File: config.mk
export PLATFORM = sky130hd
export DESIGN_NAME = quadtree_token_decoder_flat
export DESIGN_NICKNAME = d
export VERILOG_FILES = /design/src/rtl/core/qtd_pkg.sv /design/src/rtl/core/qtd_in_if.sv /design/src/rtl/core/qtd_out_if.sv /design/src/rtl/core/qtd_cfg.sv /design/src/rtl/core/qtd_istage.sv /design/src/rtl/core/qtd_walk.sv /design/src/rtl/core/qtd_ostage.sv /design/src/rtl/core/quadtree_token_decoder.sv /design/src/flat_wrapper.sv
export SDC_FILE = /design/constraint.sdc
export NUM_CORES = 1
export LEC_CHECK = 0
export BUFFER_PORTS_ARGS = -buffer_cell sky130_fd_sc_hd__buf_2
export CAP_MARGIN = 40
export CELL_PAD_IN_SITES_DETAIL_PLACEMENT = 0
export CELL_PAD_IN_SITES_GLOBAL_PLACEMENT = 1
export CORE_MARGIN = 8
export CORE_UTILIZATION = 42
export DETAILED_ROUTE_END_ITERATION = 16
export PLACE_DENSITY = 0.82
export SYNTH_ARGS = -nofsm -noshare
export SYNTH_HDL_FRONTEND = slang
export SYNTH_SLANG_ARGS = --single-unit
File: constraint.sdc
create_clock -name clk -period 4.5 [get_ports clk]
set_input_delay 0.45 -clock clk [delete_from_list [all_inputs] [get_ports clk]]
set_output_delay 0.45 -clock clk [all_outputs]
set_load 0.01 [all_outputs]
File: src/rtl/core/qtd_pkg.sv
// ----------------------------------------------------------------------------
// qtd_pkg
// Shared types and constants for the quadtree token decoder.
// ----------------------------------------------------------------------------
package qtd_pkg;

  localparam int MAX_ORDER = 10;
  localparam int LVL_W     = $clog2(MAX_ORDER + 1);
  localparam int IDX_W     = (MAX_ORDER > 1) ? $clog2(MAX_ORDER) : 1;

  localparam int TOKEN_W   = 8;
  localparam int ORDER_W   = 4;
  localparam int FILL_XY_W = 10;
  localparam int FILL_LS_W = 4;

  localparam int APB_DW    = 32;
  localparam int APB_AW    = 3;
  localparam int REG_IDX_W = APB_AW - 2;

  localparam logic [REG_IDX_W-1:0] REG_IMAGE_ORDER = '0;
  localparam logic [ORDER_W-1:0]   IMAGE_ORDER_RST = 4'd3;

  localparam logic [TOKEN_W-1:0] TOK_OPEN = 8'h28;
  localparam logic [TOKEN_W-1:0] TOK_ONE  = 8'h31;

  typedef logic [1:0] quad_t;
  localparam quad_t QUAD_TR = 2'd0;
  localparam quad_t QUAD_TL = 2'd1;
  localparam quad_t QUAD_BL = 2'd2;
  localparam quad_t QUAD_BR = 2'd3;

  typedef struct packed {
    logic [LVL_W-1:0] order;
    logic             restart;
  } cfg_ctl_t;

  typedef struct packed {
    logic [FILL_XY_W-1:0] x;
    logic [FILL_XY_W-1:0] y;
    logic [FILL_LS_W-1:0] log_size;
    logic                 value;
    logic                 last;
    logic                 malformed;
  } fill_t;

endpackage

File: src/rtl/core/qtd_in_if.sv
// ----------------------------------------------------------------------------
// qtd_in_if
// Token channel: valid/ready handshake with one 8-bit token per transaction.
// ----------------------------------------------------------------------------
interface qtd_in_if;
  import qtd_pkg::*;

  logic               valid;
  logic               ready;
  logic [TOKEN_W-1:0] token;

  modport source (output valid, output token, input ready);
  modport sink   (input valid, input token, output ready);
endinterface

File: src/rtl/core/qtd_out_if.sv
// ----------------------------------------------------------------------------
// qtd_out_if
// Fill channel: valid/ready handshake with one square fill per transaction.
// ----------------------------------------------------------------------------
interface qtd_out_if;
  import qtd_pkg::*;

  logic                 valid;
  logic                 ready;
  logic [FILL_XY_W-1:0] fill_x;
  logic [FILL_XY_W-1:0] fill_y;
  logic [FILL_LS_W-1:0] fill_log_size;
  logic                 fill_value;
  logic                 image_last;
  logic                 malformed;

  modport source (output valid, output fill_x, output fill_y, output fill_log_size,
                  output fill_value, output image_last, output malformed, input ready);
  modport sink   (input valid, input fill_x, input fill_y, input fill_log_size,
                  input fill_value, input image_last, input malformed, output ready);
endinterface

File: src/rtl/core/qtd_cfg.sv
// ----------------------------------------------------------------------------
// qtd_cfg
// APB register file: image_order, clamped to MAX_ORDER; a write restarts
// the walker at the root.
// ----------------------------------------------------------------------------
module qtd_cfg (
  input  logic                         clk,
  input  logic                         rst_n,
  input  logic                         psel,
  input  logic                         penable,
  input  logic                         pwrite,
  input  logic [qtd_pkg::APB_AW-1:0]   paddr,
  input  logic [qtd_pkg::APB_DW-1:0]   pwdata,
  output logic [qtd_pkg::APB_DW-1:0]   prdata,
  output logic                         pready,
  output qtd_pkg::cfg_ctl_t            ctl
);
  import qtd_pkg::*;

  logic [ORDER_W-1:0] order_r;
  logic               hit;
  logic               wr;

  assign hit    = (paddr[APB_AW-1:2] == REG_IMAGE_ORDER);
  assign wr     = psel & penable & pwrite & hit;
  assign pready = 1'b1;

  always_ff @(posedge clk) begin
    if (!rst_n) begin
      order_r <= IMAGE_ORDER_RST;
    end else if (wr) begin
      order_r <= pwdata[ORDER_W-1:0];
    end
  end

  assign prdata = hit ? APB_DW'(order_r) : '0;

  always_comb begin
    ctl.restart = wr;
    if (int'(order_r) > MAX_ORDER) begin
      ctl.order = LVL_W'(MAX_ORDER);
    end else begin
      ctl.order = LVL_W'(order_r);
    end
  end

endmodule

File: src/rtl/core/qtd_istage.sv
// ----------------------------------------------------------------------------
// qtd_istage
// Input register for the token channel.
// ----------------------------------------------------------------------------
module qtd_istage (
  input  logic                        clk,
  input  logic                        rst_n,
  qtd_in_if.sink                      in_chan,
  input  logic                        take,
  output logic                        tok_valid_r,
  output logic [qtd_pkg::TOKEN_W-1:0] tok_r
);
  import qtd_pkg::*;

  logic fire;

  assign in_chan.ready = !tok_valid_r || take;
  assign fire          = in_chan.valid && in_chan.ready;

  always_ff @(posedge clk) begin
    if (!rst_n) begin
      tok_valid_r <= 1'b0;
    end else if (fire) begin
      tok_valid_r <= 1'b1;
    end else if (take) begin
      tok_valid_r <= 1'b0;
    end
  end

  always_ff @(posedge clk) begin
    if (fire) begin
      tok_r <= in_chan.token;
    end
  end

endmodule

File: src/rtl/core/qtd_walk.sv
// ----------------------------------------------------------------------------
// qtd_walk
// Quadtree walker: quadrant path, depth and closer count; decodes one
// token per step into a push, a closer skip or a leaf fill.
// ----------------------------------------------------------------------------
module qtd_walk (
  input  logic                        clk,
  input  logic                        rst_n,
  input  qtd_pkg::cfg_ctl_t           cfg,
  input  logic                        step,
  input  logic [qtd_pkg::TOKEN_W-1:0] token,
  output logic                        emit,
  output qtd_pkg::fill_t              fill
);
  import qtd_pkg::*;

  logic [LVL_W-1:0]     level_r, level_nxt;
  logic [LVL_W-1:0]     pend_r, pend_nxt;
  quad_t                stack_r   [MAX_ORDER];
  quad_t                stack_nxt [MAX_ORDER];

  logic                 is_open;
  logic                 push;
  logic                 last;
  logic [IDX_W-1:0]     top_idx;
  logic [MAX_ORDER-1:0] cx, cy;
  logic [LVL_W-1:0]     pos;
  quad_t                q;

  assign is_open = (token == TOK_OPEN);
  assign push    = (pend_r == '0) && is_open && (level_r < cfg.order);
  assign emit    = step && (pend_r == '0) && !push;

  // corner of the current node from the quadrant path
  always_comb begin
    cx  = '0;
    cy  = '0;
    pos = '0;
    q   = QUAD_TR;
    for (int b = 0; b < MAX_ORDER; b++) begin
      pos = LVL_W'(int'(cfg.order) - 1 - b);
      if (b < int'(cfg.order) && b >= int'(cfg.order) - int'(level_r)) begin
        q     = stack_r[pos[IDX_W-1:0]];
        cx[b] = (q == QUAD_TR) || (q == QUAD_BR);
        cy[b] = (q == QUAD_BL) || (q == QUAD_BR);
      end
    end
  end

  // deepest ancestor that still has a sibling to visit
  always_comb begin
    last    = 1'b1;
    top_idx = '0;
    for (int i = 0; i < MAX_ORDER; i++) begin
      if (i < int'(level_r) && stack_r[i] != QUAD_BR) begin
        last    = 1'b0;
        top_idx = IDX_W'(i);
      end
    end
  end

  always_comb begin
    fill.x         = FILL_XY_W'(cx);
    fill.y         = FILL_XY_W'(cy);
    fill.log_size  = FILL_LS_W'(cfg.order - level_r);
    fill.value     = !is_open && (token == TOK_ONE);
    fill.last      = last;
    fill.malformed = is_open;
  end

  always_comb begin
    level_nxt = level_r;
    pend_nxt  = pend_r;
    stack_nxt = stack_r;
    if (cfg.restart) begin
      level_nxt = '0;
      pend_nxt  = '0;
      for (int i = 0; i < MAX_ORDER; i++) begin
        stack_nxt[i] = QUAD_TR;
      end
    end else if (step) begin
      if (pend_r != '0) begin
        pend_nxt = pend_r - LVL_W'(1);
      end else if (push) begin
        stack_nxt[level_r[IDX_W-1:0]] = QUAD_TR;
        level_nxt                     = level_r + LVL_W'(1);
      end else if (last) begin
        level_nxt = '0;
        pend_nxt  = level_r;
        for (int i = 0; i < MAX_ORDER; i++) begin
          stack_nxt[i] = QUAD_TR;
        end
      end else begin
        level_nxt          = LVL_W'(top_idx) + LVL_W'(1);
        pend_nxt           = level_r - LVL_W'(top_idx) - LVL_W'(1);
        stack_nxt[top_idx] = stack_r[top_idx] + 2'd1;
      end
    end
  end

  always_ff @(posedge clk) begin
    if (!rst_n) begin
      level_r <= '0;
      pend_r  <= '0;
      for (int i = 0; i < MAX_ORDER; i++) begin
        stack_r[i] <= QUAD_TR;
      end
    end else begin
      level_r <= level_nxt;
      pend_r  <= pend_nxt;
      stack_r <= stack_nxt;
    end
  end

`ifndef SYNTHESIS
  a_level_in_range: assert property (@(posedge clk) disable iff (!rst_n)
    level_r <= cfg.order)
    else $error("walker depth beyond image order");

  a_pend_in_range: assert property (@(posedge clk) disable iff (!rst_n)
    int'(pend_r) <= MAX_ORDER)
    else $error("closer count beyond tree depth");

  a_no_fill_on_closer: assert property (@(posedge clk) disable iff (!rst_n)
    (pend_r != '0) |-> !emit)
    else $error("fill issued while closers pending");

  a_last_to_root: assert property (@(posedge clk) disable iff (!rst_n)
    (emit && last) |=> (level_r == '0))
    else $error("walker not at root after last leaf");

  a_push_descends: assert property (@(posedge clk) disable iff (!rst_n)
    (step && push && !cfg.restart) |=> (level_r == $past(level_r) + LVL_W'(1)))
    else $error("open token did not descend");
`endif

endmodule

File: src/rtl/core/qtd_ostage.sv
// ----------------------------------------------------------------------------
// qtd_ostage
// Result register for the fill channel.
// ----------------------------------------------------------------------------
module qtd_ostage (
  input  logic           clk,
  input  logic           rst_n,
  input  logic           push,
  input  qtd_pkg::fill_t fill_i,
  output logic           room,
  qtd_out_if.source      out_chan
);
  import qtd_pkg::*;

  logic  valid_r;
  fill_t fill_r;

  assign room = !valid_r || out_chan.ready;

  always_ff @(posedge clk) begin
    if (!rst_n) begin
      valid_r <= 1'b0;
    end else if (push) begin
      valid_r <= 1'b1;
    end else if (out_chan.ready) begin
      valid_r <= 1'b0;
    end
  end

  always_ff @(posedge clk) begin
    if (push) begin
      fill_r <= fill_i;
    end
  end

  assign out_chan.valid         = valid_r;
  assign out_chan.fill_x        = fill_r.x;
  assign out_chan.fill_y        = fill_r.y;
  assign out_chan.fill_log_size = fill_r.log_size;
  assign out_chan.fill_value    = fill_r.value;
  assign out_chan.image_last    = fill_r.last;
  assign out_chan.malformed     = fill_r.malformed;

endmodule

File: src/rtl/core/quadtree_token_decoder.sv
// A token is held in the token register and its fill in the fill register; the walker between them is combinational.
// One token per cycle while the fill register has room; the walker decodes a token combinationally.
// Closer tokens and open tokens that descend produce no fill; the token register stalls only
// while the fill register is full and not drained.
// Reset (rst_n low, synchronous): walker at the root, no closers pending,
// both registers empty, image_order = 3. An image_order write also restarts.
// ----------------------------------------------------------------------------
// quadtree_token_decoder
// Region quadtree token stream to square fills, one token per cycle while the fill register has room.
// ----------------------------------------------------------------------------
module quadtree_token_decoder (
  input  logic                       clk,
  input  logic                       rst_n,
  qtd_in_if.sink                     in_chan,
  qtd_out_if.source                  out_chan,
  input  logic                       psel,
  input  logic                       penable,
  input  logic                       pwrite,
  input  logic [qtd_pkg::APB_AW-1:0] paddr,
  input  logic [qtd_pkg::APB_DW-1:0] pwdata,
  output logic [qtd_pkg::APB_DW-1:0] prdata,
  output logic                       pready
);
  import qtd_pkg::*;

  cfg_ctl_t           cfg;
  logic               tok_valid_r;
  logic [TOKEN_W-1:0] tok_r;
  logic               room;
  logic               take;
  logic               emit;
  fill_t              fill;

  assign take = tok_valid_r && room;

  qtd_cfg u_cfg (
    .clk     (clk),
    .rst_n   (rst_n),
    .psel    (psel),
    .penable (penable),
    .pwrite  (pwrite),
    .paddr   (paddr),
    .pwdata  (pwdata),
    .prdata  (prdata),
    .pready  (pready),
    .ctl     (cfg)
  );

  qtd_istage u_istage (
    .clk         (clk),
    .rst_n       (rst_n),
    .in_chan     (in_chan),
    .take        (take),
    .tok_valid_r (tok_valid_r),
    .tok_r       (tok_r)
  );

  qtd_walk u_walk (
    .clk   (clk),
    .rst_n (rst_n),
    .cfg   (cfg),
    .step  (take),
    .token (tok_r),
    .emit  (emit),
    .fill  (fill)
  );

  qtd_ostage u_ostage (
    .clk      (clk),
    .rst_n    (rst_n),
    .push     (emit),
    .fill_i   (fill),
    .room     (room),
    .out_chan (out_chan)
  );

endmodule
File: src/flat_wrapper.sv
// flat-port wrapper written by rule: the top's interface ports become plain ports
module quadtree_token_decoder_flat import qtd_pkg::*;
  (clk, rst_n, psel, penable, pwrite, paddr, pwdata, prdata, pready, in_chan_valid, in_chan_token, in_chan_ready, out_chan_valid, out_chan_fill_x, out_chan_fill_y, out_chan_fill_log_size, out_chan_fill_value, out_chan_image_last, out_chan_malformed, out_chan_ready);
  qtd_in_if in_chan_i ();
  qtd_out_if out_chan_i ();
  input  logic clk;
  input  logic rst_n;
  input  logic psel;
  input  logic penable;
  input  logic pwrite;
  input  logic [qtd_pkg::APB_AW-1:0] paddr;
  input  logic [qtd_pkg::APB_DW-1:0] pwdata;
  output logic [qtd_pkg::APB_DW-1:0] prdata;
  output logic pready;
  input wire logic [$bits(in_chan_i.valid)-1:0] in_chan_valid;
  input wire logic [$bits(in_chan_i.token)-1:0] in_chan_token;
  output wire logic [$bits(in_chan_i.ready)-1:0] in_chan_ready;
  output wire logic [$bits(out_chan_i.valid)-1:0] out_chan_valid;
  output wire logic [$bits(out_chan_i.fill_x)-1:0] out_chan_fill_x;
  output wire logic [$bits(out_chan_i.fill_y)-1:0] out_chan_fill_y;
  output wire logic [$bits(out_chan_i.fill_log_size)-1:0] out_chan_fill_log_size;
  output wire logic [$bits(out_chan_i.fill_value)-1:0] out_chan_fill_value;
  output wire logic [$bits(out_chan_i.image_last)-1:0] out_chan_image_last;
  output wire logic [$bits(out_chan_i.malformed)-1:0] out_chan_malformed;
  input wire logic [$bits(out_chan_i.ready)-1:0] out_chan_ready;
  assign in_chan_i.valid = in_chan_valid;
  assign in_chan_i.token = in_chan_token;
  assign in_chan_ready = in_chan_i.ready;
  assign out_chan_valid = out_chan_i.valid;
  assign out_chan_fill_x = out_chan_i.fill_x;
  assign out_chan_fill_y = out_chan_i.fill_y;
  assign out_chan_fill_log_size = out_chan_i.fill_log_size;
  assign out_chan_fill_value = out_chan_i.fill_value;
  assign out_chan_image_last = out_chan_i.image_last;
  assign out_chan_malformed = out_chan_i.malformed;
  assign out_chan_i.ready = out_chan_ready;
  quadtree_token_decoder u_core (.clk(clk), .rst_n(rst_n), .in_chan(in_chan_i), .out_chan(out_chan_i), .psel(psel), .penable(penable), .pwrite(pwrite), .paddr(paddr), .pwdata(pwdata), .prdata(prdata), .pready(pready));
endmodule
* After elaboration in Yosys (flattened, before gate mapping)
Index checks and enable logic that the tools add are counted.
** Operators by class
- Bitwise logic cells :: 20
- Multiplexer cells :: 70
- Add/subtract/negate cells :: 18
- Reduce and logical (&&, ||, !) cells :: 72
- Eq/ne operators :: 33
- Magnitude comparators :: 46
** Operator list (count)
- 2-bit binary-select mux with 4-bit select :: 11
- 5-bit greater-or-equal comparator, second input constant :: 12
- 4-bit 2-to-1 mux :: 15
- 4-bit NOT with 5-bit output :: 12
- 2-bit 2-to-1 mux :: 24
- 2-bit equality test, second input constant :: 20
- 20-bit 2-to-1 mux :: 2
- 3-bit by 4-bit less-than comparator with 1-bit output, first input constant :: 8
- 1-bit logical AND :: 29
- 4-bit subtractor, second input constant :: 6
- 1-bit logical OR :: 22
- 20-bit AND :: 1
- 20-bit bitwise mux :: 1
- 4-bit by 5-bit greater-or-equal comparator with 1-bit output, first input constant :: 4
- 2-bit logical NOT :: 10
- 2-bit inequality test, second input constant :: 10
- 20-bit NOT :: 1
- 2-bit demux with 4-bit select :: 2
- 8-bit by 6-bit equality test with 1-bit output, second input constant :: 2
- 1-bit by 4-bit less-than comparator with 1-bit output, first input constant :: 4
- 2-bit by 4-bit less-than comparator with 1-bit output, first input constant :: 4
- 4-bit less-than comparator, first input constant :: 4
- 1-bit 2-to-1 mux :: 15
- 4-bit by 1-bit subtractor with 4-bit output, second input constant :: 3
- other kinds (22) :: 37
** Word-level totals
- Bits in registers :: 69
- Input bits :: 50

* Logic depth before layout (Yosys ltp)
Gate-level depths: netlist of the first run.
- Depth after elaboration :: 19
- Gate-level depth with buffers :: 19
- Mapped depth without buffers :: 16

* Modules after synthesis
From an unflattened synthesis of the first run, not the netlist that was laid out.
** Unflattened totals
- Cells, all modules :: 650
- Area, all modules :: 5665.4 sq um
** Modules (own cells, without submodules)
- qtd_walk :: area an instance 4023.9 sq um, cells each 546, instances 1
- qtd_ostage :: area an instance 859.6 sq um, cells each 31, instances 1
- qtd_cfg :: area an instance 478.0 sq um, cells each 59, instances 1
- qtd_istage :: area an instance 297.8 sq um, cells each 13, instances 1
- quadtree_token_decoder :: area an instance 6.3 sq um, cells each 1, instances 1

* Worst setup path after synthesis of the first run
Ideal clock, no wire load.
- Kind :: reg2reg
- Start :: register u_core.u_cfg.order_r[3]
- End :: register u_core.u_ostage.fill_r (netlist bit u_core.u_ostage.out_chan.fill_x[2]) (data pin)
- Required time :: 4237 ps
- Slack :: 680 ps
- Cell stages (with the launch flop) :: 16
- Arrival time :: 3557 ps
- Setup time :: 263 ps
- Path through :: dfxtp_1 -> clkbuf_1 -> a21o_1 -> clkbuf_1 -> inv_1 -> ha_1 -> ha_1 -> clkinv_1 -> ha_1 -> xnor2_1 -> nor3_1 -> a21oi_1 -> nor2_1 -> a31o_2 -> ha_1 -> nor2_1
** Between the ends
- Longest elaborated chain between the ends :: 10
** RTL lines
- start: declaration :: line qtd_cfg.sv:20 : logic [ORDER_W-1:0] order_r;
- start signal: assignment :: line qtd_cfg.sv:32 : order_r <= pwdata[ORDER_W-1:0];
- 4-bit > comparator :: line qtd_cfg.sv:40 : if (int'(order_r) > MAX_ORDER) begin
- 4-bit 2-to-1 mux (*) :: line qtd_cfg.sv:40
- 4-bit by 1-bit subtractor with 4-bit output :: line qtd_walk.sv:41 : pos = LVL_W'(int'(cfg.order) - 1 - b);
- 4-bit by 3-bit subtractor with 4-bit output :: line qtd_walk.sv:41
- 4-bit NOT with 5-bit output (not written as such) :: line qtd_walk.sv:43 : q = stack_r[pos[IDX_W-1:0]];
- 2-bit binary-select mux with 4-bit select :: line qtd_walk.sv:43
- 2-bit 2-to-1 mux (not written as such) (2 in a row) :: line qtd_walk.sv:43
- 2-bit equality test or 2-bit logical NOT (tied branches) :: line qtd_walk.sv:44 : cx[b] = (q == QUAD_TR) || (q == QUAD_BR);
- 1-bit logical OR :: line qtd_walk.sv:44
- end signal: assignment :: line qtd_ostage.sv:32 : fill_r <= fill_i;
- end: declaration :: line qtd_ostage.sv:16 : fill_t fill_r;
Every way passes the cells marked *; elsewhere a longest branch is shown, timed or not. The select of a mux whose other input is x is not followed.
A chain may end at the register's enable or synchronous reset.

* Worst setup path after layout of the first run
- Start :: register u_core.u_cfg.order_r[2]
- End :: register u_core.u_ostage.fill_r (netlist bit u_core.u_ostage.out_chan.fill_x[5]) (data pin)
** Between the ends
- Longest elaborated chain between the ends :: 10
** RTL lines (line)
- 4-bit > comparator :: qtd_cfg.sv:40
- 4-bit 2-to-1 mux (*) :: qtd_cfg.sv:40
- 4-bit by 1-bit subtractor with 4-bit output :: qtd_walk.sv:41
- 4-bit subtractor :: qtd_walk.sv:41
- 4-bit NOT with 5-bit output (not written as such) :: qtd_walk.sv:43
- 2-bit binary-select mux with 4-bit select :: qtd_walk.sv:43
- 2-bit 2-to-1 mux (not written as such) (2 in a row) :: qtd_walk.sv:43
- 2-bit equality test or 2-bit logical NOT (tied branches) :: qtd_walk.sv:44
- 1-bit logical OR :: qtd_walk.sv:44
Marked as above.

==> results of run 1 <==
registers in the layout, summed over array words and instances (netlist names):
name / count
u_core.u_ostage.out_chan.malformed: 1
u_core.u_walk.level_r: 4
u_core.u_istage.tok_r: 8
u_core.u_ostage.out_chan.fill_y: 10
u_core.u_ostage.out_chan.fill_log_size: 4
u_core.u_walk.pend_r: 4
u_core.u_ostage.out_chan.fill_x: 10
u_core.u_ostage.out_chan.image_last: 1
u_core.u_walk.stack_r: 20
u_core.u_ostage.out_chan.fill_value: 1
u_core.u_istage.tok_valid_r: 1
u_core.u_ostage.out_chan.valid: 1
u_core.u_cfg.order_r: 4
final cells by class:
| class | count | area share [%] |
|---|---|---|
| Timing Repair Buffer | 63 | 5.63 |
| Clock buffer | 10 | 3.96 |
| Multi-Input combinational cell | 486 | 55.1 |
| Sequential cell | 69 | 28.7 |
| Inverter | 26 | 1.62 |
| Clock inverter | 6 | 1.43 |
| Tap cell | 172 | 3.56 |
cells in the mapped netlist (7+ instances only):
cell type / n / area, um2
sky130_fd_sc_hd__and2_1: 10 / 62.6
sky130_fd_sc_hd__clkbuf_1: 14 / 52.6
sky130_fd_sc_hd__xnor2_1: 11 / 96.3
sky130_fd_sc_hd__edfxtp_1: 35 / 1050
sky130_fd_sc_hd__nor3_1: 21 / 105
sky130_fd_sc_hd__nor2_1: 49 / 184
sky130_fd_sc_hd__ha_1: 43 / 538
sky130_fd_sc_hd__nor2b_1: 15 / 93.8
sky130_fd_sc_hd__mux2i_1: 47 / 470
sky130_fd_sc_hd__a211oi_1: 10 / 75.1
sky130_fd_sc_hd__a21oi_1: 44 / 220
sky130_fd_sc_hd__buf_2: 7 / 35.0
sky130_fd_sc_hd__a22o_1: 10 / 87.6
sky130_fd_sc_hd__o21ai_0: 29 / 145
sky130_fd_sc_hd__buf_4: 29 / 218
sky130_fd_sc_hd__dfxtp_1: 34 / 681
sky130_fd_sc_hd__nand2_1: 43 / 161
sky130_fd_sc_hd__inv_1: 23 / 86.3
sky130_fd_sc_hd__nand3_1: 18 / 90.1
sky130_fd_sc_hd__and3_1: 7 / 43.8
critical path, delay by kind of cell (launching register included):
family                     cells  cell delay (ns)
adders and majority gates      3             1.13
and+or+nand+nor                6             0.99
DFF                            1             0.54
AOI/OAI and AO/OA              3             0.53
xor gates and xnor gates       1             0.29
buffers and inverters          2             0.26
final timing paths:
path / to / slack [ns] / cells past startpoint
worst max-delay path: u_core.u_ostage.out_chan.fill_x[5] / 0.58 / 15
worst min-delay path: u_core.u_istage.tok_r[3] / 0.27 / 1
worst max register to register: u_core.u_ostage.out_chan.fill_x[5] / 0.58 / 15
worst min register to register: u_core.u_walk.pend_r[1] / 0.52 / 2
logic make-up after synthesis:
| logic type | count (synthesis) |
|---|---|
| and+or+nand+nor | 198 |
| adders and majority gates | 45 |
| buffers and inverters | 78 |
| muxes | 52 |
| xor gates and xnor gates | 16 |
| DFF | 69 |
| other | 2 |
| AOI/OAI and AO/OA | 146 |
routing by layer:
layer,vias to the layer above,track usage [%]
met1,2222,20.5
met2,137,29.4
met4,0,8.78
li1,2251,-
met5,-,0
met3,43,5.26
power by group through the flow:
stage | clock network (mW) | registers [mW] | logic (mW)
finish | 0.778 | 0.899 | 1.81
global route | 0.816 | 0.911 | 1.98
CTS | 0.793 | 0.896 | 1.79
detailed placement | 0 | 0.908 | 1.77
global placement | 0 | 0.906 | 1.74
floorplan | 0 | 0.891 | 1.33
per-stage QoR:
| stage | cells | power, mW |
|---|---|---|
| CTS | 831 | 3.48 |
| global placement | 815 | 2.65 |
| floorplan | 633 | 2.22 |
| detailed placement | 815 | 2.68 |
| global route | 832 | 3.71 |
| finish | 832 | 3.49 |
==> impl.org, run 1 <==
** Global routing
- The number of antenna violations at the first check in global routing came to 0.
- Summed over all layers, the global routing overflow is 0.
- Overall routing resource usage :: roughly 18%
- First-pass GRT wire length :: between 20000 and 25000 um
- Maximum number of pins on one net before global-route repair :: 28
- Number of global-route vias before repair :: between 4k and 5k

** Clock network
- TritonCTS built the clock tree.
- Number of hold-repair buffers added at the cts stage :: 0
- Later-pin clock latency in the skew report :: 0.35 ns
- Post-CTS resize count :: 0
- The clock passes through at most 2 buffers.
- Num Clock Sinks :: slightly below 70
- After clock tree synthesis, the clock-pin slew on the worst setup and hold paths is roughly 0.06 ns.
- Buffers added to address setup during post-CTS repair amount to 0.
- H-Tree Level Count :: 3
- Clock tree synthesis selected as its root buffer the cell sky130_fd_sc_hd__clkbuf_16.
- In this run, CTS created clock tree buffers numbering 9.

** Drt
- Detail-routed net length per standard cell :: 17.4 um
- Met1 layer wirelength in the final routing :: between 6000 and 7000 um
- Vias after detailed routing :: around 4.7k
- The detail route stage leaves a number of antenna-violating nets equal to 0.
- DRC Markers :: 0
- Final routed wirelength across all metal layers :: around 14000 um
- Highest metal used :: met4
- Met2 wire len :: roughly 6800 um
- The detailed router finished its first iteration with 297 violations.
- Routed length on met3 :: 843 um
- Number of detailed-route iterations in the first pass :: 5
- Dividing the detail-routed via count by the number of cells gives around 5.6.

** Synth
- During synthesis, Yosys emitted a total of 0 warnings.
- The synthesized netlist contains 71 unique library cells.
- For this run, the register share of the synthesized area comes to 32.2%.
- Netlist area before placement :: 5370 um2
- Summing the areas of all and, or, nand and nor instances in the mapped netlist gives a little under a fifth of the synthesized area.
- Portion of netlist area occupied by mux cells :: 9.87%
- In the synthesized netlist, the number of instances is ~610.
- Count of flip-flops with a built-in enable after synthesis :: 35
- A synthesized cell averages between 8 and 9 um2.
- In the synthesized netlist the dominant register cell turns out to be sky130_fd_sc_hd__edfxtp_1.
- Flops & latches, synth :: 69
- Of the total synthesized cell area, the portion taken by XOR and XNOR cells is approximately 2.7%.
- The synthesized netlist devotes around 18% of its cell area to compound gates.
- Counting flops with an async set or reset pin after synthesis yields a share of 0%.
- By area, the combinational part of the netlist is dominated by simple AND/OR/NAND/NOR gates.
- After Yosys synthesis, full adders, half adders and majority gates account for between 10% and 20% of the synthesized area.

** Floorplan
- The total area inside the core boundary comes to roughly 13000 um2.
- DIE AREA :: about 17000 um2
- Pin placement for this block handled roughly 110 I/O pins.
- Measured along the x axis, the die boundary spans about 130 um.
- The initial utilization of the core area, before any placement, comes to a little over two fifths.
- Chip height :: ~130 um
- Number of core rows :: between 40 and 50

** Timing
- Number of endpoints with negative hold slack in the final report :: 0
- Max-slew headroom :: a little under 50%
- Final worst setup slack :: about 0.58 ns
- Derived from the worst setup path, the maximum achievable clock frequency is 255 MHz.
- Setup repair after global routing left no endpoint under its margin.
- Max-slew violations :: 0
- Final critical-path required period :: 3.92 ns
- In the finished design, the share of the clock period the worst path needs comes to ~87%.
- Final hold slack :: around 0.27 ns
- Setup violations remaining at the end of the flow were counted as 0.
- Slew of the pin with the lowest slew margin :: between 0.7 and 0.8 ns
- Between clock sinks in the finished design, the worst skew comes to 0.00638 ns.
- TNS Setup :: 0 ns

** Critical path
- Kind of start point of the critical path :: flip-flop
- Data arrival time at the worst-slack endpoint :: ~4 ns
- Along the worst path, the maximum fanout reaches 12.
- Setup crit start :: u_core.u_cfg.order_r[2]
- STA puts the critical path data required time at roughly 4.7 ns.
- Most frequent cell on the critical path :: sky130_fd_sc_hd__ha_1
- For this run, the slowest stage of the critical path takes approximately 0.58 ns.
- The signal on the critical path passes through or2_1 > nand2_1 > nand2_1 > inv_1 > ha_1 > inv_2 > ha_1 > a21oi_1 > xnor2_1 > nor3_1 > a21oi_1 > nor2_1 > a31o_2 > ha_1 > nor4_1.
- For this design, the slowest cell found on the critical path is sky130_fd_sc_hd__ha_1.
- The worst setup path is captured at a flip-flop.
- The critical path is of the reg2reg type.
- Startpoint of the most critical register-to-register path :: u_core.u_cfg.order_r[2]

** Power
- Power spent charging and discharging nets :: ~1.5 mW
- Switching Fraction :: approximately 44%
- Per report_power, the combinational group accounts for 51.9% of the total.
- Sequential cells account for 25.8% of the total power.
- For this design the ratio of total power to cell area is a little under 600 nW/um2.
- Share of total power in the clock network :: ~22%
- Cell internal power dissipation :: 1.95 mW
- Worst supply voltage drop on vdd :: 0.341 mV
- For this design the static power due to leakage is ~2.6 nW.

** Final layout
- Relative to the synthesized area, the layout overhead comes to 12.5%.
- Finished Core Util :: 48.1%
- Counting the fill cells in the layout gives between 1k and 1.5k.
- In the final layout, the multi-input gates occupy approximately 3300 um2.
- Area used by sequential logic in the layout :: 1730 um2
- The repair_antennas step left the layout with diodes totalling 0.
- Number of nets at the end of the flow :: 750
- The library cell used most frequently in the layout, excluding fill and tap cells, is sky130_fd_sc_hd__buf_2.
- Area of all placed cells without fillers :: 6040 um2
- In the final layout, the share of cells above drive strength 1 is 15.5%.
- Top library cells by usage in the layout, fill and taps aside :: sky130_fd_sc_hd__buf_2 (53), sky130_fd_sc_hd__nor2_1 (49), sky130_fd_sc_hd__mux2i_1 (47)

** Place
- The congestion estimate from routability-driven global placement came to between 0.9 and 1.
- # port buffers :: 52
- Setup slack after placement :: between 0.6 and 0.7 ns
- Once placement finished, the instance area stood at about 5700 um2.
- Half-perimeter wire length after detailed placement :: about 11000 um

** Hold path
- Hold Path Origin :: in_chan_token[3]
- Worst min-delay path category :: in2reg

** Job
- Reported max-cap violation count :: 0

** Outcome
- The flow ran to the end, and the final reports show no timing, DRC or antenna violations.
(Power assumes the default switching activity.)
==> inputs of run 2 (changes only) <==
Settings changed: CELL_PAD_IN_SITES_DETAIL_PLACEMENT 0 to 1.
==> impl.org, run 2 (synthesis results as in run 1) <==
** Critical path
- Required time worst endpoint :: 4.58 ns (was 4.67 ns)
- The type of origin of the critical path is a flip-flop (unchanged).
- Startpoint of the most critical register-to-register path :: u_core.u_cfg.order_r[2] (unchanged)
- The sort of element at the end of the critical path was a flip-flop (unchanged).
- The setup slack of the most critical reg-to-reg path came to 0.55 ns (was 0.58 ns).
- Critical setup path kind :: reg2reg (unchanged)
- Data arrival time at the worst-slack endpoint :: 4.03 ns (was 4.09 ns)
- Number of cell instances on the worst register-to-register path :: 14 (was 15)
- RR Endpoint :: u_core.u_ostage.out_chan.fill_x[2] (was u_core.u_ostage.out_chan.fill_x[5])
- The maximum fanout along the worst path came to 11 (was 12).

** Hold path
- End point of the worst hold path :: u_core.u_istage.tok_r[7] (was u_core.u_istage.tok_r[3])
- The beginning of the worst hold path was in_chan_token[7] (was in_chan_token[3]).
- The path class of the lowest-slack min-delay path is in2reg (unchanged).
- The count of cells along the worst hold path came to 1 (unchanged).

** Power
- Worst supply voltage drop on vdd :: 0.313 mV (was 0.341 mV)
- Power spent charging and discharging nets :: 1.58 mW (was 1.53 mW)
- The sequential fraction of design power was 25.5% (was 25.8%).
- Share of total power in the clock network :: 22.1% (was 22.3%)
- Cell internal power dissipation :: 1.95 mW (about the same)
- Static leakage power :: 2.59 nW (was 2.58 nW)
- Pwr dens :: 584 nW/um2 (was 577 nW/um2)
- Part of the total power dissipated in combinational logic :: 52.4% (was 51.9%)
- Switching Fraction :: 44.8% (was 44.0%)

** Final layout
- Register name with the most flops :: u_core.u_walk.stack_r (unchanged)
- Synth-to-layout area growth :: 12.6% (was 12.5%)
- The antenna diode instance count is 0 (unchanged).
- Largest register FFs :: 20 (unchanged)
- Finished Core Util :: 48.2% (was 48.1%)
- The number of nets in the layout is 750 (unchanged).
- Area of all placed cells without fillers :: 6050 um2 (was 6040 um2)
- The most frequent standard cell in the layout excluding fill and tap cells was sky130_fd_sc_hd__buf_2 (unchanged).
- The proportion of layout cells with a drive suffix above 1 was 15.3% (was 15.5%).
- Top library cells by usage in the layout, fill and taps aside: sky130_fd_sc_hd__buf_2 (52), sky130_fd_sc_hd__nor2_1 (49), sky130_fd_sc_hd__mux2i_1 (47) (was sky130_fd_sc_hd__buf_2 (53), sky130_fd_sc_hd__nor2_1 (49), sky130_fd_sc_hd__mux2i_1 (47)).

** Global routing
- The maximum number of pins on one net before global-route repair came to 28 (unchanged).
- Antenna violations before repair :: 0 (unchanged)
- First-pass GRT wire length :: 25900 um (was 23000 um)
- The overflow left after global routing is 0 (unchanged).
- Number of global-route vias before repair :: 4924 (was 4433)
- Overall routing resource usage :: 19.7% (was 17.8%)

** Floorplan
- The x dimension of the die is 129 um (unchanged).
- The area of the core came to 12600 um2 (unchanged).
- DIE AREA :: 16700 um2 (unchanged)
- The height of the die came to 129 um (unchanged).
- Top-Level Pins :: 112 (unchanged)
- Number of core rows :: 41 (unchanged)
- Starting utilization of the core area :: 42.7% (unchanged)

** Timing
- The clock period minus final worst setup slack came to 3.95 ns (was 3.92 ns).
- The final worst-path setup slack is 0.548 ns (was 0.576 ns).
- The number of hold violations in the final report came to 0 (unchanged).
- The number of setup violations in the final report was 0 (unchanged).
- RSZ-0062 raised after global routing: false (unchanged).
- Highest clock frequency the design can meet :: 253 MHz (was 255 MHz)
- The count of pins over their slew limit was 0 (unchanged).
- Max-slew headroom :: 47.7% (was 49.5%)
- The final clock skew came to 0.0127 ns (was 0.00638 ns).
- The transition time at the pin with the least slew margin is 0.783 ns (was 0.755 ns).
- The sum of negative setup slack was 0 ns (unchanged).
- Fraction of the cycle the final worst path needs :: 87.8% (was 87.2%)

** Clock network
- Later-pin clock latency in the skew report :: 0.35 ns (about the same)
- The CTS clock-pin slew for the worst setup and hold paths was 0.06 ns (about the same).
- The TritonCTS clock tree was built (unchanged).
- Num Clock Sinks :: 69 (unchanged)
- Number of hold-repair buffers added at the cts stage :: 0 (unchanged)
- The number of gates resized after cts came to 0 (unchanged).
- H-Tree Level Count :: 3 (unchanged)
- The number of buffers created by CTS was 9 (unchanged).
- Max clock buf depth :: 2 (unchanged)
- # Post-CTS Setup Buffers :: 0 (unchanged)
- Root Buffer :: sky130_fd_sc_hd__clkbuf_16 (unchanged)

** Drt
- Number of detailed-route iterations in the first pass :: 4 (was 5)
- The aggregate routed wire length was 16200 um (was 14500 um).
- Highest metal used :: met4 (unchanged)
- Met1 layer wirelength in the final routing :: 6600 um (was 6300 um)
- The vias per cell was 5.65 (was 5.59).
- The number of routed nets with antenna violations was 0 (unchanged).
- Vias after detailed routing :: 4703 (was 4653)
- Met2 wire len :: 8080 um (was 6820 um)
- Routed length on met3 :: 995 um (was 843 um)
- DRC marker count from the first detailed-route iteration :: 275 (was 297)
- Detail-routed net length per standard cell :: 19.5 um (was 17.4 um)
- DRC Markers :: 0 (unchanged)

** Outcome
- Status :: finished clean (unchanged)

** Place
- The placer's final routability congestion estimate came to 0.930 (unchanged).
- The worst setup slack before clock tree synthesis is 0.602 ns (was 0.642 ns).
- Half-perimeter wire length after detailed placement :: 12100 um (was 11000 um)
- Dpl cell area :: 5710 um2 (unchanged)
- The total of buffers placed on input and output ports came to 52 (unchanged).

** Job
- The number of maximum-capacitance violations is 0 (unchanged).
-- run 2: how the worst max path moves through the flow --
stage	cells after the start	to	start	slack (ns)
global route	15	u_core.u_ostage.out_chan.fill_x[5]	u_core.u_cfg.order_r[2]	0.12
finish	14	u_core.u_ostage.out_chan.fill_x[2]	u_core.u_cfg.order_r[2]	0.55
floorplan	15	u_core.u_ostage.out_chan.fill_x[2]	u_core.u_cfg.order_r[3]	0.68
CTS	15	u_core.u_ostage.out_chan.fill_x[5]	u_core.u_cfg.order_r[2]	0.56
global placement	14	u_core.u_ostage.out_chan.fill_x[2]	u_core.u_cfg.order_r[2]	0.76
detailed placement	15	u_core.u_ostage.out_chan.fill_y[2]	u_core.u_cfg.order_r[2]	0.60
-- run 2: final cells by class --
cell class	instances	area [um2]
fill	1513	6520
multi-input combinational	486	3330
sequential	69	1730
timing repair buffer	63	340
clock buffer	14	318
tap	172	215
inverter	26	97.6
clock inverter	2	17.5
-- run 2: power groups by stage --
stage	clock network [mW]	registers, mW	logic [mW]
after CTS	0.787	0.900	1.83
after global routing	0.805	0.915	2.01
after detailed placement	0	0.913	1.80
after global placement	0	0.906	1.74
after floorplan	0	0.891	1.33
final	0.780	0.901	1.85
-- run 2: metal layers --
metal	global-route usage, %	vias up
met3	4.48	38
met5	0	-
li1	-	2247
met1	22.2	2290
met2	34.7	128
met4	9.33	0
-- run 2: worst max-delay path: stages (launching register included) --
cell	delay, ns
sky130_fd_sc_hd__dfxtp_1	0.53
sky130_fd_sc_hd__a21o_1	0.18
sky130_fd_sc_hd__buf_4	0.19
sky130_fd_sc_hd__inv_1	0.21
sky130_fd_sc_hd__ha_1	0.33
sky130_fd_sc_hd__ha_1	0.39
sky130_fd_sc_hd__clkinv_1	0.21
sky130_fd_sc_hd__ha_1	0.28
sky130_fd_sc_hd__xnor2_1	0.47
sky130_fd_sc_hd__nor3_1	0.12
sky130_fd_sc_hd__a21oi_1	0.14
sky130_fd_sc_hd__nor2_1	0.07
sky130_fd_sc_hd__a31o_2	0.23
sky130_fd_sc_hd__ha_1	0.28
sky130_fd_sc_hd__nor2_1	0.04
-- run 2: stage by stage --
stage | std cells | hold WS, ns | total power [mW]
final | 832 | 0.268 | 3.53
after global routing | 832 | 0.264 | 3.73
after CTS | 831 | 0.263 | 3.51
after detailed placement | 815 | 0.522 | 2.71
after global placement | 815 | 0.493 | 2.65
after floorplan | 633 | 0.472 | 2.22
==> inputs of run 3 (changes only) <==
Settings changed: BUFFER_PORTS_ARGS -buffer_cell sky130_fd_sc_hd__buf_2 to unset, CORE_UTILIZATION 42 to 49, DONT_BUFFER_PORTS set to 1.
==> impl.org, run 3 (synthesis results as in run 1) <==
** Critical path
- Number of cell instances on the worst register-to-register path :: 12 (was 14)
- The logic depth of the worst path, buffers included was 12 (was 14).
- FF-to-FF setup slack :: 0.37 ns (was 0.55 ns)
- Ordered list of cells on the worst path: or2_1 > nand2_1 > nand2_1 > ha_1 > fa_1 > xor2_1 > inv_1 > nor4_1 > ha_1 > xnor2_1 > o21ai_0 > nor2b_1 (was a21o_1 > buf_4 > inv_1 > ha_1 > ha_1 > clkinv_1 > ha_1 > xnor2_1 > nor3_1 > a21oi_1 > nor2_1 > a31o_2 > ha_1 > nor2_1).
- Kind of cell adding the most delay to the critical path :: simple AND/OR/NAND/NOR gates (was adder cells)
- The slowest stage cell on the critical path is sky130_fd_sc_hd__nor4_1 (was sky130_fd_sc_hd__dfxtp_1).
- RR Endpoint :: u_core.u_ostage.out_chan.fill_y[0] (was u_core.u_ostage.out_chan.fill_x[2])
- The worst path buffer plus inverter count is 1 (was 3).
- The type of origin of the critical path is a flip-flop (unchanged).
- Largest driver fanout on the critical path :: 10 (was 11)
- The critical path data arrival time was 4.23 ns (was 4.03 ns).
- The end point of the critical path is u_core.u_ostage.out_chan.fill_y[0] (was u_core.u_ostage.out_chan.fill_x[2]).
- Required time worst endpoint :: 4.60 ns (was 4.58 ns)
- Setup crit start :: u_core.u_cfg.order_r[2] (unchanged)
- The kind of critical path is reg2reg (unchanged).
- The start of the worst register-to-register path is u_core.u_cfg.order_r[2] (unchanged).
- Slowest cell delay on critical path :: 0.56 ns (was 0.53 ns)
- Kind of capture point of the worst setup path :: flip-flop (unchanged)

** Outcome
- Status: finished clean (unchanged).

** Global routing
- The number of global-route vias before repair came to 4748 (was 4924).
- The overflow left after global routing came to 0 (unchanged).
- Overall routing resource usage :: 22.3% (was 19.7%)
- Maximum number of pins on one net before global-route repair :: 28 (unchanged)
- The number of antenna violations at the first check in global routing came to 0 (unchanged).
- The global-route wire length before repair is 25400 um (was 25900 um).

** Clock network
- The cell at the root of the clock tree was sky130_fd_sc_hd__clkbuf_8 (was sky130_fd_sc_hd__clkbuf_16).
- TritonCTS clock tree :: built (unchanged)
- The number of clock sinks seen by CTS came to 69 (unchanged).
- # Post-CTS Setup Buffers :: 0 (unchanged)
- The number of gates resized after cts came to 0 (unchanged).
- The depth of the CTS H-tree was 3 (unchanged).
- The CTS clock-pin slew for the worst setup and hold paths is 0.08 ns (was 0.06 ns).
- Later-pin clock latency in the skew report :: 0.38 ns (was 0.35 ns)
- Number of hold-repair buffers added at the cts stage :: 0 (unchanged)
- Max clock buf depth :: 2 (unchanged)
- Clock buffers created by TritonCTS :: 9 (unchanged)

** Floorplan
- Core Footprint :: 10800 um2 (was 12600 um2)
- The initial core utilization was 49.8% (was 42.7%).
- The x dimension of the die is 121 um (was 129 um).
- The count of boundary I/O pins was 112 (unchanged).
- Number of core rows :: 38 (was 41)
- DIE AREA :: 14600 um2 (was 16700 um2)
- Chip height :: 121 um (was 129 um)

** Final layout
- Number of inserted diodes :: 0 (unchanged)
- Top library cells by usage in the layout, fill and taps aside: sky130_fd_sc_hd__nor2_1 (49), sky130_fd_sc_hd__mux2i_1 (47), sky130_fd_sc_hd__a21oi_1 (44) (was sky130_fd_sc_hd__buf_2 (52), sky130_fd_sc_hd__nor2_1 (49), sky130_fd_sc_hd__mux2i_1 (47)).
- The number of nets in the layout came to 698 (was 750).
- Most frequent standard cell in the layout excluding fill and tap cells :: sky130_fd_sc_hd__nor2_1 (was sky130_fd_sc_hd__buf_2)
- The count of filler cells inserted in the layout is 1263 (was 1513).
- The post-synthesis to final-layout area growth came to 5.08% (was 12.6%).
- Largest register FFs :: 20 (unchanged)
- The register name with the most flops is u_core.u_walk.stack_r (unchanged).
- The proportion of layout cells with a drive suffix above 1 came to 8.22% (was 15.3%).
- The count of non-filler cells in the finished layout was 748 (was 832).

** Drt
- Met2 wire len :: 7960 um (was 8080 um)
- The post-route met1 wirelength is 6740 um (was 6600 um).
- Number of detailed-route iterations in the first pass :: 4 (unchanged)
- DRC marker count from the first detailed-route iteration :: 301 (was 275)
- Drt via density :: 6.08 (was 5.65)
- The aggregate routed wire length was 16100 um (was 16200 um).
- The number of design rule violations left after detail routing is 0 (unchanged).
- Remaining antenna violation count after routing :: 0 (unchanged)
- The detail-routed net length per standard cell is 21.5 um (was 19.5 um).
- Routed length on met3 :: 587 um (was 995 um)
- The detailed-route via count was 4549 (was 4703).
- Highest metal used :: met4 (unchanged)

** Hold path
- Worst min-delay path category :: in2reg (unchanged)

** Power
- The worst vdd rail ir drop was 0.345 mV (was 0.313 mV).
- Static leakage power :: 2.33 nW (was 2.59 nW)
- Pwr dens :: 584 nW/um2 (about the same)

** Timing
- The maximum operating frequency is 242 MHz (was 253 MHz).
- Final hold slack :: 0.143 ns (was 0.268 ns)
- The clock period minus final worst setup slack came to 4.13 ns (was 3.95 ns).
- Clock Skews :: 0.0227 ns (was 0.0127 ns)
- Number of endpoints with negative hold slack in the final report :: 0 (unchanged)
- The count of pins over their slew limit is 0 (unchanged).
- Fraction of the cycle the final worst path needs :: 91.7% (was 87.8%)
- Max-slew headroom :: 45.2% (was 47.7%)
- Slew of the pin with the lowest slew margin :: 0.816 ns (was 0.783 ns)
- RSZ-0062 raised after global routing: false (unchanged).
- The sum of negative setup slack came to 0 ns (unchanged).
- The number of setup violations in the final report is 0 (unchanged).

** Job
- Reported max-cap violation count :: 0 (unchanged)

** Place
- The number of placed instances with taps included is 731 (was 815).
- The detailed-placement wirelength estimate was 12300 um (was 12100 um).
- # port buffers :: 0 (was 52)
- RePlAce Congestion :: 0.937 (was 0.930)
-- run 3: cell types whose count changed in the layout (fill, tap and decap cells not counted) --
cell                         delta
sky130_fd_sc_hd__inv_8          +1
sky130_fd_sc_hd__clkbuf_1       -1
sky130_fd_sc_hd__bufinv_16      +2
sky130_fd_sc_hd__clkinvlp_4     +1
sky130_fd_sc_hd__inv_6          +1
sky130_fd_sc_hd__clkbuf_8       +8
sky130_fd_sc_hd__clkbuf_16     -12
sky130_fd_sc_hd__buf_2         -52
-- run 3: area by class of cell --
cell class	count	area, um2	share of cell area [%]
Clock buffer	9	124	2.19
Inverter	26	97.6	1.73
Multi-Input combinational cell	486	3330	59.0
Sequential cell	69	1730	30.7
Clock inverter	7	105	1.86
Timing Repair Buffer	11	80.1	1.42
Tap cell	140	175	3.10
-- run 3: through the flow --
step	area, um2	worst slack (ns)	total power, mW	utilization [%]
floorplan	5470	0.680	2.22	-
global placement	5410	0.765	2.60	50.1
detailed placement	5410	0.469	2.67	50.1
CTS	5640	0.411	3.28	52.3
global route	5650	0.124	3.50	52.3
finish	5650	0.374	3.30	52.3
-- run 3: worst min-delay path by stage --
| stage | slack (ns) | depth (start not counted) | start | endpoint |
|---|---|---|---|---|
| 2_1_floorplan | 0.47 | 2 | u_core.u_walk.stack_r[3] | u_core.u_walk.stack_r[3] |
| 3_3_place_gp | 0.50 | 2 | u_core.u_walk.pend_r[1] | u_core.u_walk.pend_r[1] |
| 3_5_place_dp | 0.52 | 1 | rst_n | u_core.u_cfg.order_r[0] |
| 4_1_cts | 0.14 | 1 | rst_n | u_core.u_cfg.order_r[0] |
| 5_1_grt | 0.14 | 1 | rst_n | u_core.u_cfg.order_r[0] |
| 6_report | 0.14 | 1 | rst_n | u_core.u_cfg.order_r[0] |
-- run 3: power by group --
group	internal, mW	switching (mW)	total (mW)
registers	0.794	0.143	0.937
clock network	0.320	0.277	0.598
logic	0.622	1.14	1.76
total	1.74	1.56	3.30
-- run 3: per-layer routing --
layer	track usage, %	vias up
li1	-	2140
met1	25.9	2228
met2	38.2	129
met3	3.64	52
met4	12.6	0
met5	0	-
